<file path="config.mk">
export PLATFORM = sky130hd
export DESIGN_NAME = escaped_frame_receiver_crc16_unit_flat
export DESIGN_NICKNAME = d
export VERILOG_FILES = /design/src/sv/efr_pkg.sv /design/src/sv/efr_if.sv /design/src/sv/escaped_frame_receiver_crc16_unit.sv /design/src/sv/efr_ram.sv /design/src/sv/efr_ctrl.sv /design/src/sv/efr_dp.sv /design/src/flat_wrapper.sv
export SDC_FILE = /design/constraint.sdc
export NUM_CORES = 1
export LEC_CHECK = 0
export CAP_MARGIN = 5
export CORE_ASPECT_RATIO = 0.5
export CORE_MARGIN = 2
export CORE_UTILIZATION = 40
export CTS_CLUSTER_SIZE = 25
export DETAILED_ROUTE_END_ITERATION = 10
export DONT_BUFFER_PORTS = 1
export GPL_ROUTABILITY_DRIVEN = 0
export PLACE_DENSITY = 0.63
export SKIP_CTS_REPAIR_TIMING = 1
export SLEW_MARGIN = 10
export SYNTH_ARGS = -nofsm -noshare
export SYNTH_HDL_FRONTEND = slang
export SYNTH_SLANG_ARGS = --single-unit
export TNS_END_PERCENT = 1
</file>
<file path="constraint.sdc">
create_clock -name clk -period 4.5 [get_ports clk]
set_input_delay 0.45 -clock clk [delete_from_list [all_inputs] [get_ports clk]]
set_output_delay 0.45 -clock clk [all_outputs]
set_load 0.1 [all_outputs]
</file>
<file path="src/sv/efr_pkg.sv">
// ----------------------------------------------------------------------------
// Escaped frame receiver package
// Shared widths, register indexes, result codes, item types and the CRC step.
// ----------------------------------------------------------------------------
package efr_pkg;

	localparam int BYTE_W    = 8;
	localparam int CRC_W     = 16;
	localparam int LEN_W     = 6;
	localparam int STATUS_W  = 2;
	localparam int CFG_IDX_W = 3;
	localparam int CFG_DAT_W = 16;
	localparam int CRC_BYTES = 2;

	// Configuration register indexes.
	localparam logic [CFG_IDX_W-1:0] CFG_FLAG    = 3'd0;
	localparam logic [CFG_IDX_W-1:0] CFG_ESCAPE  = 3'd1;
	localparam logic [CFG_IDX_W-1:0] CFG_FLIP    = 3'd2;
	localparam logic [CFG_IDX_W-1:0] CFG_PRESET  = 3'd3;
	localparam logic [CFG_IDX_W-1:0] CFG_RESIDUE = 3'd4;

	// Configuration reset values.
	localparam logic [BYTE_W-1:0] FLAG_RST    = 8'h7e;
	localparam logic [BYTE_W-1:0] ESCAPE_RST  = 8'h7d;
	localparam logic [BYTE_W-1:0] FLIP_RST    = 8'h20;
	localparam logic [CRC_W-1:0]  PRESET_RST  = 16'hffff;
	localparam logic [CRC_W-1:0]  RESIDUE_RST = 16'hf0b8;

	// Frame status codes.
	localparam logic [STATUS_W-1:0] ST_GOOD    = 2'd0;
	localparam logic [STATUS_W-1:0] ST_SHORT   = 2'd1;
	localparam logic [STATUS_W-1:0] ST_CRC_BAD = 2'd2;

	// Result item kinds.
	localparam logic KIND_STATUS = 1'b0;
	localparam logic KIND_DATA   = 1'b1;

	typedef struct packed {
		logic                kind;
		logic [STATUS_W-1:0] status;
		logic [BYTE_W-1:0]   header;
		logic [LEN_W-1:0]    length;
		logic [BYTE_W-1:0]   data;
		logic                last;
	} out_item_t;

	// Commands from the controller to the datapath.
	typedef struct packed {
		logic accept;       // a line byte transfer happens this cycle
		logic load_status;  // load the pending status item into the output register
		logic rd_req;       // read the next payload byte from the frame store
		logic load_data;    // load the payload byte just read into the output register
	} efr_cmd_t;

	// Status from the datapath to the controller.
	typedef struct packed {
		logic closes_frame; // the offered byte is a flag that ends a frame with a header
		logic has_payload;  // the pending status item is a good frame with payload
		logic last_payload; // the payload byte being read is the final one
		logic out_free;     // the output register can take an item this cycle
	} efr_sts_t;

	// One step of the reflected CRC-CCITT (polynomial 0x8408), one byte at a time.
	function automatic logic [CRC_W-1:0] crc_feed(input logic [CRC_W-1:0] acc,
			input logic [BYTE_W-1:0] b);
		logic [BYTE_W-1:0] t;
		t = b ^ acc[7:0];
		t = t ^ {t[3:0], 4'b0000};
		return {t, acc[15:8]} ^ {12'b0, t[7:4]} ^ {5'b0, t, 3'b000};
	endfunction

endpackage

</file>
<file path="src/sv/efr_if.sv">
// ----------------------------------------------------------------------------
// Escaped frame receiver channel interfaces
// Valid/ready channels for line bytes, result items and register writes.
// ----------------------------------------------------------------------------
interface efr_line_if import efr_pkg::*; ();
	logic              valid;
	logic              ready;
	logic [BYTE_W-1:0] line_byte;

	modport source (output valid, output line_byte, input ready);
	modport sink (input valid, input line_byte, output ready);
endinterface

interface efr_result_if import efr_pkg::*; ();
	logic                valid;
	logic                ready;
	logic                kind;
	logic [STATUS_W-1:0] status;
	logic [BYTE_W-1:0]   header;
	logic [LEN_W-1:0]    length;
	logic [BYTE_W-1:0]   data;
	logic                last;

	modport source (output valid, output kind, output status, output header,
		output length, output data, output last, input ready);
	modport sink (input valid, input kind, input status, input header,
		input length, input data, input last, output ready);
endinterface

interface efr_cfg_if import efr_pkg::*; ();
	logic                 valid;
	logic                 ready;
	logic [CFG_IDX_W-1:0] index;
	logic [CFG_DAT_W-1:0] data;

	modport source (output valid, output index, output data, input ready);
	modport sink (input valid, input index, input data, output ready);
endinterface

</file>
<file path="src/sv/escaped_frame_receiver_crc16_unit.sv">
// ----------------------------------------------------------------------------
// Escaped frame receiver with CRC-16 check
// Byte-stuffed deframer that reports frame status and replays good payloads.
// ----------------------------------------------------------------------------
// Throughput: one line byte per cycle while no frame closes; a closing flag
// holds the line channel while the status item and then each payload byte,
// read through the registered frame store, go out (longer on result stalls).
// The status item is loaded when the output register is free after its flag.
// Reset (arst_n low) clears the receiver and loads the register defaults; the
// frame store is not cleared and takes no clearing pass.
module escaped_frame_receiver_crc16_unit import efr_pkg::*; #(
	parameter int MAX_FRAME_BYTES = 64
) (
	input  logic          clk,
	input  logic          arst_n,
	efr_line_if.sink      line,
	efr_result_if.source  result,
	efr_cfg_if.sink       cfg
);

	efr_cmd_t  cmd;
	efr_sts_t  sts;
	out_item_t out_item;
	logic      out_valid;
	logic      line_ready;

	// Register writes are always taken; they are meant to arrive only while no
	// frame is in flight.
	assign cfg.ready = 1'b1;

	assign line.ready = line_ready;

	// The result channel is driven straight from the datapath output register,
	// so a finished item waits there while the controller keeps taking bytes.
	assign result.valid  = out_valid;
	assign result.kind   = out_item.kind;
	assign result.status = out_item.status;
	assign result.header = out_item.header;
	assign result.length = out_item.length;
	assign result.data   = out_item.data;
	assign result.last   = out_item.last;

	// The controller decides when a byte transfer happens and walks the
	// status-then-payload sequence that follows a closing flag.
	efr_ctrl u_ctrl (
		.clk     (clk),
		.arst_n  (arst_n),
		.in_valid(line.valid),
		.in_ready(line_ready),
		.sts     (sts),
		.cmd     (cmd)
	);

	// The datapath holds the unescape, CRC and store logic and the result register.
	efr_dp #(
		.MAX_FRAME_BYTES(MAX_FRAME_BYTES)
	) u_dp (
		.clk      (clk),
		.arst_n   (arst_n),
		.cfg_we   (cfg.valid && cfg.ready),
		.cfg_idx  (cfg.index),
		.cfg_wdata(cfg.data),
		.line_byte(line.line_byte),
		.out_ready(result.ready),
		.cmd      (cmd),
		.sts      (sts),
		.out_valid(out_valid),
		.out_item (out_item)
	);

	// At most one command is issued per cycle.
	a_one_cmd: assert property (@(posedge clk) disable iff (!arst_n)
		$onehot0({cmd.accept, cmd.load_status, cmd.rd_req, cmd.load_data}))
		else $error("more than one controller command in a cycle");

	// An item is loaded only when the output register is free.
	a_load_free: assert property (@(posedge clk) disable iff (!arst_n)
		(cmd.load_status || cmd.load_data) |-> sts.out_free)
		else $error("output register overwritten");

	// A status item with payload is followed by a store read, not by a byte.
	a_drain_follows: assert property (@(posedge clk) disable iff (!arst_n)
		(cmd.load_status && sts.has_payload) |=> (cmd.rd_req && !line.ready))
		else $error("payload drain did not start after good status");

	// No line byte is taken while a store read is in flight.
	a_no_byte_in_read: assert property (@(posedge clk) disable iff (!arst_n)
		cmd.rd_req |=> !(line.valid && line.ready))
		else $error("line byte transfer during payload read");

endmodule

</file>
<file path="src/sv/efr_ram.sv">
// ----------------------------------------------------------------------------
// Escaped frame receiver generic RAM
// One write port and one read port with registered read data.
// ----------------------------------------------------------------------------
module efr_ram #(
	parameter int WIDTH = 8,
	parameter int DEPTH = 64
) (
	input  logic                     clk,
	input  logic                     wr_en,
	input  logic [$clog2(DEPTH)-1:0] wr_addr,
	input  logic [WIDTH-1:0]         wr_data,
	input  logic                     rd_en,
	input  logic [$clog2(DEPTH)-1:0] rd_addr,
	output logic [WIDTH-1:0]         rd_data
);

	logic [WIDTH-1:0] mem_q [DEPTH];

	always_ff @(posedge clk) begin
		if (wr_en) begin
			mem_q[wr_addr] <= wr_data;
		end
		if (rd_en) begin
			rd_data <= mem_q[rd_addr];
		end
	end

endmodule

</file>
<file path="src/sv/efr_ctrl.sv">
// ----------------------------------------------------------------------------
// Escaped frame receiver controller
// Sequences byte intake, the status item and the payload drain.
// ----------------------------------------------------------------------------
module efr_ctrl import efr_pkg::*; (
	input  logic     clk,
	input  logic     arst_n,
	input  logic     in_valid,
	output logic     in_ready,
	input  efr_sts_t sts,
	output efr_cmd_t cmd
);

	typedef enum logic [1:0] {
		S_IDLE,
		S_STATUS,
		S_READ,
		S_LOAD
	} state_t;

	state_t state_q;
	state_t state_d;
	logic   ready_q;

	assign in_ready = ready_q;

	always_comb begin
		cmd     = '0;
		state_d = state_q;
		case (state_q)
			S_IDLE: begin
				cmd.accept = in_valid && ready_q;
				if (cmd.accept && sts.closes_frame) begin
					state_d = S_STATUS;
				end
			end
			S_STATUS: begin
				if (sts.out_free) begin
					cmd.load_status = 1'b1;
					state_d = sts.has_payload ? S_READ : S_IDLE;
				end
			end
			S_READ: begin
				cmd.rd_req = 1'b1;
				state_d = S_LOAD;
			end
			S_LOAD: begin
				if (sts.out_free) begin
					cmd.load_data = 1'b1;
					state_d = sts.last_payload ? S_IDLE : S_READ;
				end
			end
			default: begin
				state_d = S_IDLE;
			end
		endcase
	end

	always_ff @(posedge clk or negedge arst_n) begin
		if (!arst_n) begin
			state_q <= S_IDLE;
			ready_q <= 1'b1;
		end else begin
			state_q <= state_d;
			ready_q <= (state_d == S_IDLE);
		end
	end

endmodule

</file>
<file path="src/sv/efr_dp.sv">
// ----------------------------------------------------------------------------
// Escaped frame receiver datapath
// Unescaping, CRC, frame store, configuration and the output register.
// ----------------------------------------------------------------------------
module efr_dp import efr_pkg::*; #(
	parameter int MAX_FRAME_BYTES = 64
) (
	input  logic                 clk,
	input  logic                 arst_n,
	input  logic                 cfg_we,
	input  logic [CFG_IDX_W-1:0] cfg_idx,
	input  logic [CFG_DAT_W-1:0] cfg_wdata,
	input  logic [BYTE_W-1:0]    line_byte,
	input  logic                 out_ready,
	input  efr_cmd_t             cmd,
	output efr_sts_t             sts,
	output logic                 out_valid,
	output out_item_t            out_item
);

	localparam int CNT_W  = $clog2(MAX_FRAME_BYTES + 1);
	localparam int ADDR_W = $clog2(MAX_FRAME_BYTES);

	// Configuration registers.
	logic [BYTE_W-1:0] flag_q;
	logic [BYTE_W-1:0] esc_q;
	logic [BYTE_W-1:0] flip_q;
	logic [CRC_W-1:0]  preset_q;
	logic [CRC_W-1:0]  residue_q;

	// Receiver state.
	logic              escaping_q;
	logic              in_frame_q;
	logic [CRC_W-1:0]  crc_q;
	logic [CNT_W-1:0]  count_q;
	logic [BYTE_W-1:0] header_q;

	// Pending status and drain state.
	logic [STATUS_W-1:0] pend_status_q;
	logic [LEN_W-1:0]    pend_len_q;
	logic [ADDR_W-1:0]   rd_idx_q;
	logic                out_valid_q;
	out_item_t           out_item_q;

	logic [BYTE_W-1:0]   byte_x;
	logic                is_flag;
	logic                is_esc;
	logic                is_data;
	logic                overflow;
	logic [CRC_W-1:0]    crc_next;
	logic                store_we;
	logic [STATUS_W-1:0] frame_status;
	logic [LEN_W-1:0]    frame_len;
	logic [BYTE_W-1:0]   ram_rdata;

	always_comb begin
		is_flag  = (line_byte == flag_q);
		is_esc   = !is_flag && (line_byte == esc_q);
		is_data  = !is_flag && !is_esc;
		byte_x   = escaping_q ? (line_byte ^ flip_q) : line_byte;
		crc_next = crc_feed(crc_q, byte_x);
		overflow = (count_q >= CNT_W'(MAX_FRAME_BYTES));
		store_we = cmd.accept && is_data && in_frame_q && !overflow;

		frame_len = '0;
		if (count_q < CNT_W'(CRC_BYTES)) begin
			frame_status = ST_SHORT;
		end else if (crc_q != residue_q) begin
			frame_status = ST_CRC_BAD;
		end else begin
			frame_status = ST_GOOD;
			frame_len    = LEN_W'(count_q - CNT_W'(CRC_BYTES));
		end
	end

	assign sts.closes_frame = is_flag && in_frame_q;
	assign sts.has_payload  = (pend_status_q == ST_GOOD) && (pend_len_q != '0);
	assign sts.last_payload = (LEN_W'(rd_idx_q) == (pend_len_q - LEN_W'(1)));
	assign sts.out_free     = !out_valid_q || out_ready;

	assign out_valid = out_valid_q;
	assign out_item  = out_item_q;

	always_ff @(posedge clk or negedge arst_n) begin
		if (!arst_n) begin
			flag_q    <= FLAG_RST;
			esc_q     <= ESCAPE_RST;
			flip_q    <= FLIP_RST;
			preset_q  <= PRESET_RST;
			residue_q <= RESIDUE_RST;
		end else if (cfg_we) begin
			case (cfg_idx)
				CFG_FLAG:    flag_q    <= cfg_wdata[BYTE_W-1:0];
				CFG_ESCAPE:  esc_q     <= cfg_wdata[BYTE_W-1:0];
				CFG_FLIP:    flip_q    <= cfg_wdata[BYTE_W-1:0];
				CFG_PRESET:  preset_q  <= cfg_wdata;
				CFG_RESIDUE: residue_q <= cfg_wdata;
				default: begin
				end
			endcase
		end
	end

	always_ff @(posedge clk or negedge arst_n) begin
		if (!arst_n) begin
			escaping_q  <= 1'b0;
			in_frame_q  <= 1'b0;
			crc_q       <= PRESET_RST;
			count_q     <= '0;
			rd_idx_q    <= '0;
			out_valid_q <= 1'b0;
		end else begin
			if (cmd.accept) begin
				if (is_flag) begin
					escaping_q <= 1'b0;
					in_frame_q <= 1'b0;
					crc_q      <= preset_q;
					count_q    <= '0;
				end else if (is_esc) begin
					escaping_q <= 1'b1;
				end else begin
					escaping_q <= 1'b0;
					if (!in_frame_q) begin
						in_frame_q <= 1'b1;
						crc_q      <= crc_next;
					end else if (overflow) begin
						// Too long: drop the frame and wait for a new header.
						in_frame_q <= 1'b0;
						crc_q      <= preset_q;
						count_q    <= '0;
					end else begin
						crc_q   <= crc_next;
						count_q <= count_q + CNT_W'(1);
					end
				end
			end

			if (cmd.load_status) begin
				rd_idx_q <= '0;
			end else if (cmd.load_data) begin
				rd_idx_q <= rd_idx_q + ADDR_W'(1);
			end

			if (cmd.load_status || cmd.load_data) begin
				out_valid_q <= 1'b1;
			end else if (out_ready) begin
				out_valid_q <= 1'b0;
			end
		end
	end

	always_ff @(posedge clk) begin
		if (cmd.accept && is_data && !in_frame_q) begin
			header_q <= byte_x;
		end
		if (cmd.accept && sts.closes_frame) begin
			pend_status_q <= frame_status;
			pend_len_q    <= frame_len;
		end
		if (cmd.load_status) begin
			out_item_q.kind   <= KIND_STATUS;
			out_item_q.status <= pend_status_q;
			out_item_q.header <= header_q;
			out_item_q.length <= pend_len_q;
			out_item_q.data   <= '0;
			out_item_q.last   <= !sts.has_payload;
		end else if (cmd.load_data) begin
			out_item_q.kind   <= KIND_DATA;
			out_item_q.status <= ST_GOOD;
			out_item_q.header <= '0;
			out_item_q.length <= '0;
			out_item_q.data   <= ram_rdata;
			out_item_q.last   <= sts.last_payload;
		end
	end

	efr_ram #(
		.WIDTH(BYTE_W),
		.DEPTH(MAX_FRAME_BYTES)
	) u_store (
		.clk    (clk),
		.wr_en  (store_we),
		.wr_addr(count_q[ADDR_W-1:0]),
		.wr_data(byte_x),
		.rd_en  (cmd.rd_req),
		.rd_addr(rd_idx_q),
		.rd_data(ram_rdata)
	);

endmodule
</file>
<file path="src/flat_wrapper.sv">
// flat-port wrapper written by rule: the top's interface ports become plain ports
module escaped_frame_receiver_crc16_unit_flat import efr_pkg::*;
#(
	parameter int MAX_FRAME_BYTES = 64
)
  (clk, arst_n, line_valid, line_line_byte, line_ready, result_valid, result_kind, result_status, result_header, result_length, result_data, result_last, result_ready, cfg_valid, cfg_index, cfg_data, cfg_ready);
  efr_line_if line_i ();
  efr_result_if result_i ();
  efr_cfg_if cfg_i ();
  input  logic clk;
  input  logic arst_n;
  input wire logic [$bits(line_i.valid)-1:0] line_valid;
  input wire logic [$bits(line_i.line_byte)-1:0] line_line_byte;
  output wire logic [$bits(line_i.ready)-1:0] line_ready;
  output wire logic [$bits(result_i.valid)-1:0] result_valid;
  output wire logic [$bits(result_i.kind)-1:0] result_kind;
  output wire logic [$bits(result_i.status)-1:0] result_status;
  output wire logic [$bits(result_i.header)-1:0] result_header;
  output wire logic [$bits(result_i.length)-1:0] result_length;
  output wire logic [$bits(result_i.data)-1:0] result_data;
  output wire logic [$bits(result_i.last)-1:0] result_last;
  input wire logic [$bits(result_i.ready)-1:0] result_ready;
  input wire logic [$bits(cfg_i.valid)-1:0] cfg_valid;
  input wire logic [$bits(cfg_i.index)-1:0] cfg_index;
  input wire logic [$bits(cfg_i.data)-1:0] cfg_data;
  output wire logic [$bits(cfg_i.ready)-1:0] cfg_ready;
  assign line_i.valid = line_valid;
  assign line_i.line_byte = line_line_byte;
  assign line_ready = line_i.ready;
  assign result_valid = result_i.valid;
  assign result_kind = result_i.kind;
  assign result_status = result_i.status;
  assign result_header = result_i.header;
  assign result_length = result_i.length;
  assign result_data = result_i.data;
  assign result_last = result_i.last;
  assign result_i.ready = result_ready;
  assign cfg_i.valid = cfg_valid;
  assign cfg_i.index = cfg_index;
  assign cfg_i.data = cfg_data;
  assign cfg_ready = cfg_i.ready;
  escaped_frame_receiver_crc16_unit #(.MAX_FRAME_BYTES(MAX_FRAME_BYTES)) u_core (.clk(clk), .arst_n(arst_n), .line(line_i), .result(result_i), .cfg(cfg_i));
endmodule
</file>
==> results.tsv <==
stage	metric	value	unit
grt	antenna_found_initial	0	
clocking	clockBufferDepth	3	
clocking	htreeDepth	2	
outcome	status	complete, no violations	
clocking	clock_tree.root_cell	clkbuf_16	
sta	whs	0.0911	ns
sta	hold_viol_final	0	
synthesis	ys_seq_elements	653	
critical_path	criticalPathCategory	flip-flop to flip-flop	
synthesis	avgSynthCellArea	17.4	sq um
power	intPower	0.0125	W
critical_path	cp-start-kind	flip-flop	
floorplan	die_h	187	um
synthesis	synth.distinct_cells	66	
placed_design	pre_cts_slack	1.24	ns
synthesis	yosys-top-cells-area	edfxtp_1 (62%), mux4_2 (7.9%), dfstp_2 (5.3%)	
synthesis	synth_nets	1579	
power	clockPowerShare	0.264	
critical_path	end_kind	flip-flop	
detailed_routing	drtPass1Iterations	5	
floorplan	start_util	0.402	
detailed_routing	first_iter_violations	1514	
clocking	cts_made_buffers	59	
critical_path	cp_max_fo	14	
sta	maxSlewViolCount	0	
synthesis	synthAdderAreaFrac	0.00467	
floorplan	dieArea	69200	sq um
synthesis	syn_inst	1537	
critical_path	path_cells	xnor2_1 -> and4_1 -> nand2_1 -> nand4_1 -> nor2_1	
synthesis	synth-xor-area-share	0.0307	
power	p_leak	9.87	nW
synthesis	synthArstFlopShare	0.139	
synthesis	synth_simple_gate_area_frac	0.0569	
synthesis	synth_top_family_by_area	multiplexers	
sta	setup_viol	0	
detailed_routing	vias	14100	
power	p_per_area	631	nW/um^2
sta	setup_tns	0	ns
synthesis	muxShareOfSynthArea	0.135	
detailed_routing	wire_per_inst	25.4	um
critical_path	max_stage_delay	0.79	ns
synthesis	synthTopCellsByCount	edfxtp_1 (553), nor2_1 (95), mux4_2 (94), mux2i_1 (74), nand2_1 (71)	
floorplan	dieWidth	370	um
synthesis	ys_seq_area_frac	0.714	
sta	finalCriticalPeriod	3.38	ns
job	maxCapViolations	0	
detailed_routing	ant_nets	0	
synthesis	synth_largest_area_cell	edfxtp_1	
synthesis	synth-main-ff-cell	edfxtp_1	
floorplan	std_cell_rows	67	
detailed_routing	routed_wl	64.0	mm
grt	grt_pass1_wl	93.9	mm
detailed_routing	route.detailed.drc	0	
hold_path	hold_class	input pin to flip-flop	
synthesis	netlist_area	26800	sq um
power	p_seq_frac	0.471	
floorplan	coreArea	66600	sq um
critical_path	critPathArrivalTime	3.63	ns
power	p_sw_frac	0.343	
floorplan	io-pin-count	61	
clocking	clkSinkCount	653	
cells_and_area	synthToLayoutAreaGrowth	12.2	%
sta	max_freq	296	MHz
sta	fin_crit_sh	0.751	
sta	relSlewSlack	0.228	
clocking	cts_tree	done	
critical_path	crit_required	4.75	ns
placed_design	dpl.hpwl	40.0	mm
critical_path	critPathSlowestCell	nor2_1	
cells_and_area	drive_above_1_share	0.236	
power	p_switching	0.00649	W
clocking	clock_latency	0.62	ns
synthesis	netlist.area_leader.share	0.620	
synthesis	synth_warnings	0	
sta	worst_pin_slew	1.15	ns
detailed_routing	drt-vias-per-instance	5.61	
sta	skew	0.0206	ns
power	peakVddDrop	306	uV
clocking	clk_pin_slew	0.06	ns
sta	rsz0062_at_grt	false	
grt	grt_usage	0.184	
placed_design	numPortBuffers	0	
grt	grt_pass1_vias	14100	
cells_and_area	fin_nets	1619	
grt	grt_max_degree	92	
synthesis	synth_compound_area_frac	0.0398	
sta	setup_slack	1.12	ns
grt	gr-total-overflow	0	
synthesis	synth-edff-count	553	
power	combPwrFrac	0.265	
synthesis	synth_most_common_cell	edfxtp_1	
critical path: cells and delay by family, from the launching register on:
family	cells	cell delay, ns
xor+xnor	1	0.14
flops	1	0.54
simple gates	4	2.32
cell type report:
| class | count | area, sq um |
|---|---|---|
| Inverter | 17 | 63.8 |
| Fill cell | 5663 | 36600 |
| Antenna cell | 1 | 2.50 |
| Timing Repair Buffer | 60 | 563 |
| Clock inverter | 25 | 238 |
| Clock buffer | 83 | 1680 |
| Multi-Input combinational cell | 786 | 7260 |
| Sequential cell | 653 | 19100 |
| Tap cell | 897 | 1120 |
cell usage in the layout (no fill, tap or decap), types with 6 or more instances in the layout:
master         count
a221o_1            6
clkbuf_1          15
nor2_1            95
a211o_1            7
clkinv_2          10
ha_1              10
clkbuf_8           7
dfrtp_1           33
mux2i_1           74
nand4_1           21
nor2b_1            9
and3_1             7
nand2_1           71
nor3_1            26
a211oi_1           9
and2_1            16
dfstp_2           54
nand3_1           34
xor2_1            11
xnor2_2            8
a22o_1             7
o221ai_1          15
a22oi_1            6
dlygate4sd3_1     17
a21o_1             9
inv_1             16
buf_4             38
mux2_2            68
a21oi_1           14
clkbuf_16         61
o22ai_1           25
nand2b_1           7
o21ai_0           21
xnor2_1           49
edfxtp_1         553
mux4_2            94
dfxtp_1            9
a221oi_1           6
worst paths after layout:
kind	from	to	slack, ns	depth (start not counted)
worst max-delay path	u_core.u_dp.flag_q[5]	u_core.u_dp.u_store.mem_q[26][5]	1.12	5
worst min-delay path	result_ready	u_core.u_dp.out_valid	0.09	2
worst max register to register	u_core.u_dp.flag_q[5]	u_core.u_dp.u_store.mem_q[26][5]	1.12	5
worst min register to register	u_core.u_dp.preset_q[7]	u_core.u_dp.crc_q[7]	0.48	2
max in group asynchronous	arst_n	u_core.u_dp.rd_idx_q[0]	3.66	2
min in group asynchronous	arst_n	u_core.u_dp.esc_q[1]	0.44	2
kinds of logic (layout without fill, tap and decap cells):
| logic type | count (synthesis) | count (layout) |
|---|---|---|
| AOI/OAI and AO/OA | 147 | 147 |
| muxes | 236 | 236 |
| DFF | 653 | 653 |
| other | 1 | 2 |
| and+or+nand+nor | 314 | 314 |
| buffers and inverters | 98 | 185 |
| xor gates and xnor gates | 78 | 78 |
| adders and majority gates | 10 | 10 |
registers in the layout (all words and copies together) (netlist names), 16 cells and up:
name	count
u_core.u_dp.u_store.mem_q	512
u_core.u_dp.out_item	26
u_core.u_dp.crc_q	16
u_core.u_dp.preset_q	16
u_core.u_dp.residue_q	16
layer usage:
metal / up-vias / part of all wire / GRT usage
met2: 524 / 0.48 / 0.292
met5: - / 0 / 0
li1: 6123 / - / -
met4: 0 / 0.024 / 0.0558
met3: 96 / 0.070 / 0.0371
met1: 7400 / 0.43 / 0.256
per-stage QoR:
step | cells | utilization | total power [W] | instance area (sq um)
6_report | 2522 | 0.451 | 0.0190 | 30100
5_1_grt | 2521 | 0.451 | 0.0197 | 30100
4_1_cts | 2503 | 0.448 | 0.0190 | 29900
3_5_place_dp | 2395 | 0.419 | 0.0140 | 27900
3_3_place_gp | 2395 | 0.419 | 0.0140 | 27900
2_1_floorplan | 1537 | - | 0.0123 | 26800
power by group through the flow:
stage               sequential, W  combinational (W)  clock, W
floorplan                 0.00867            0.00367         0
global placement          0.00906            0.00493         0
detailed placement        0.00906            0.00497         0
CTS                       0.00894            0.00499   0.00508
global route              0.00900            0.00536   0.00531
finish                    0.00894            0.00502   0.00500
(Power assumes the default switching activity.)
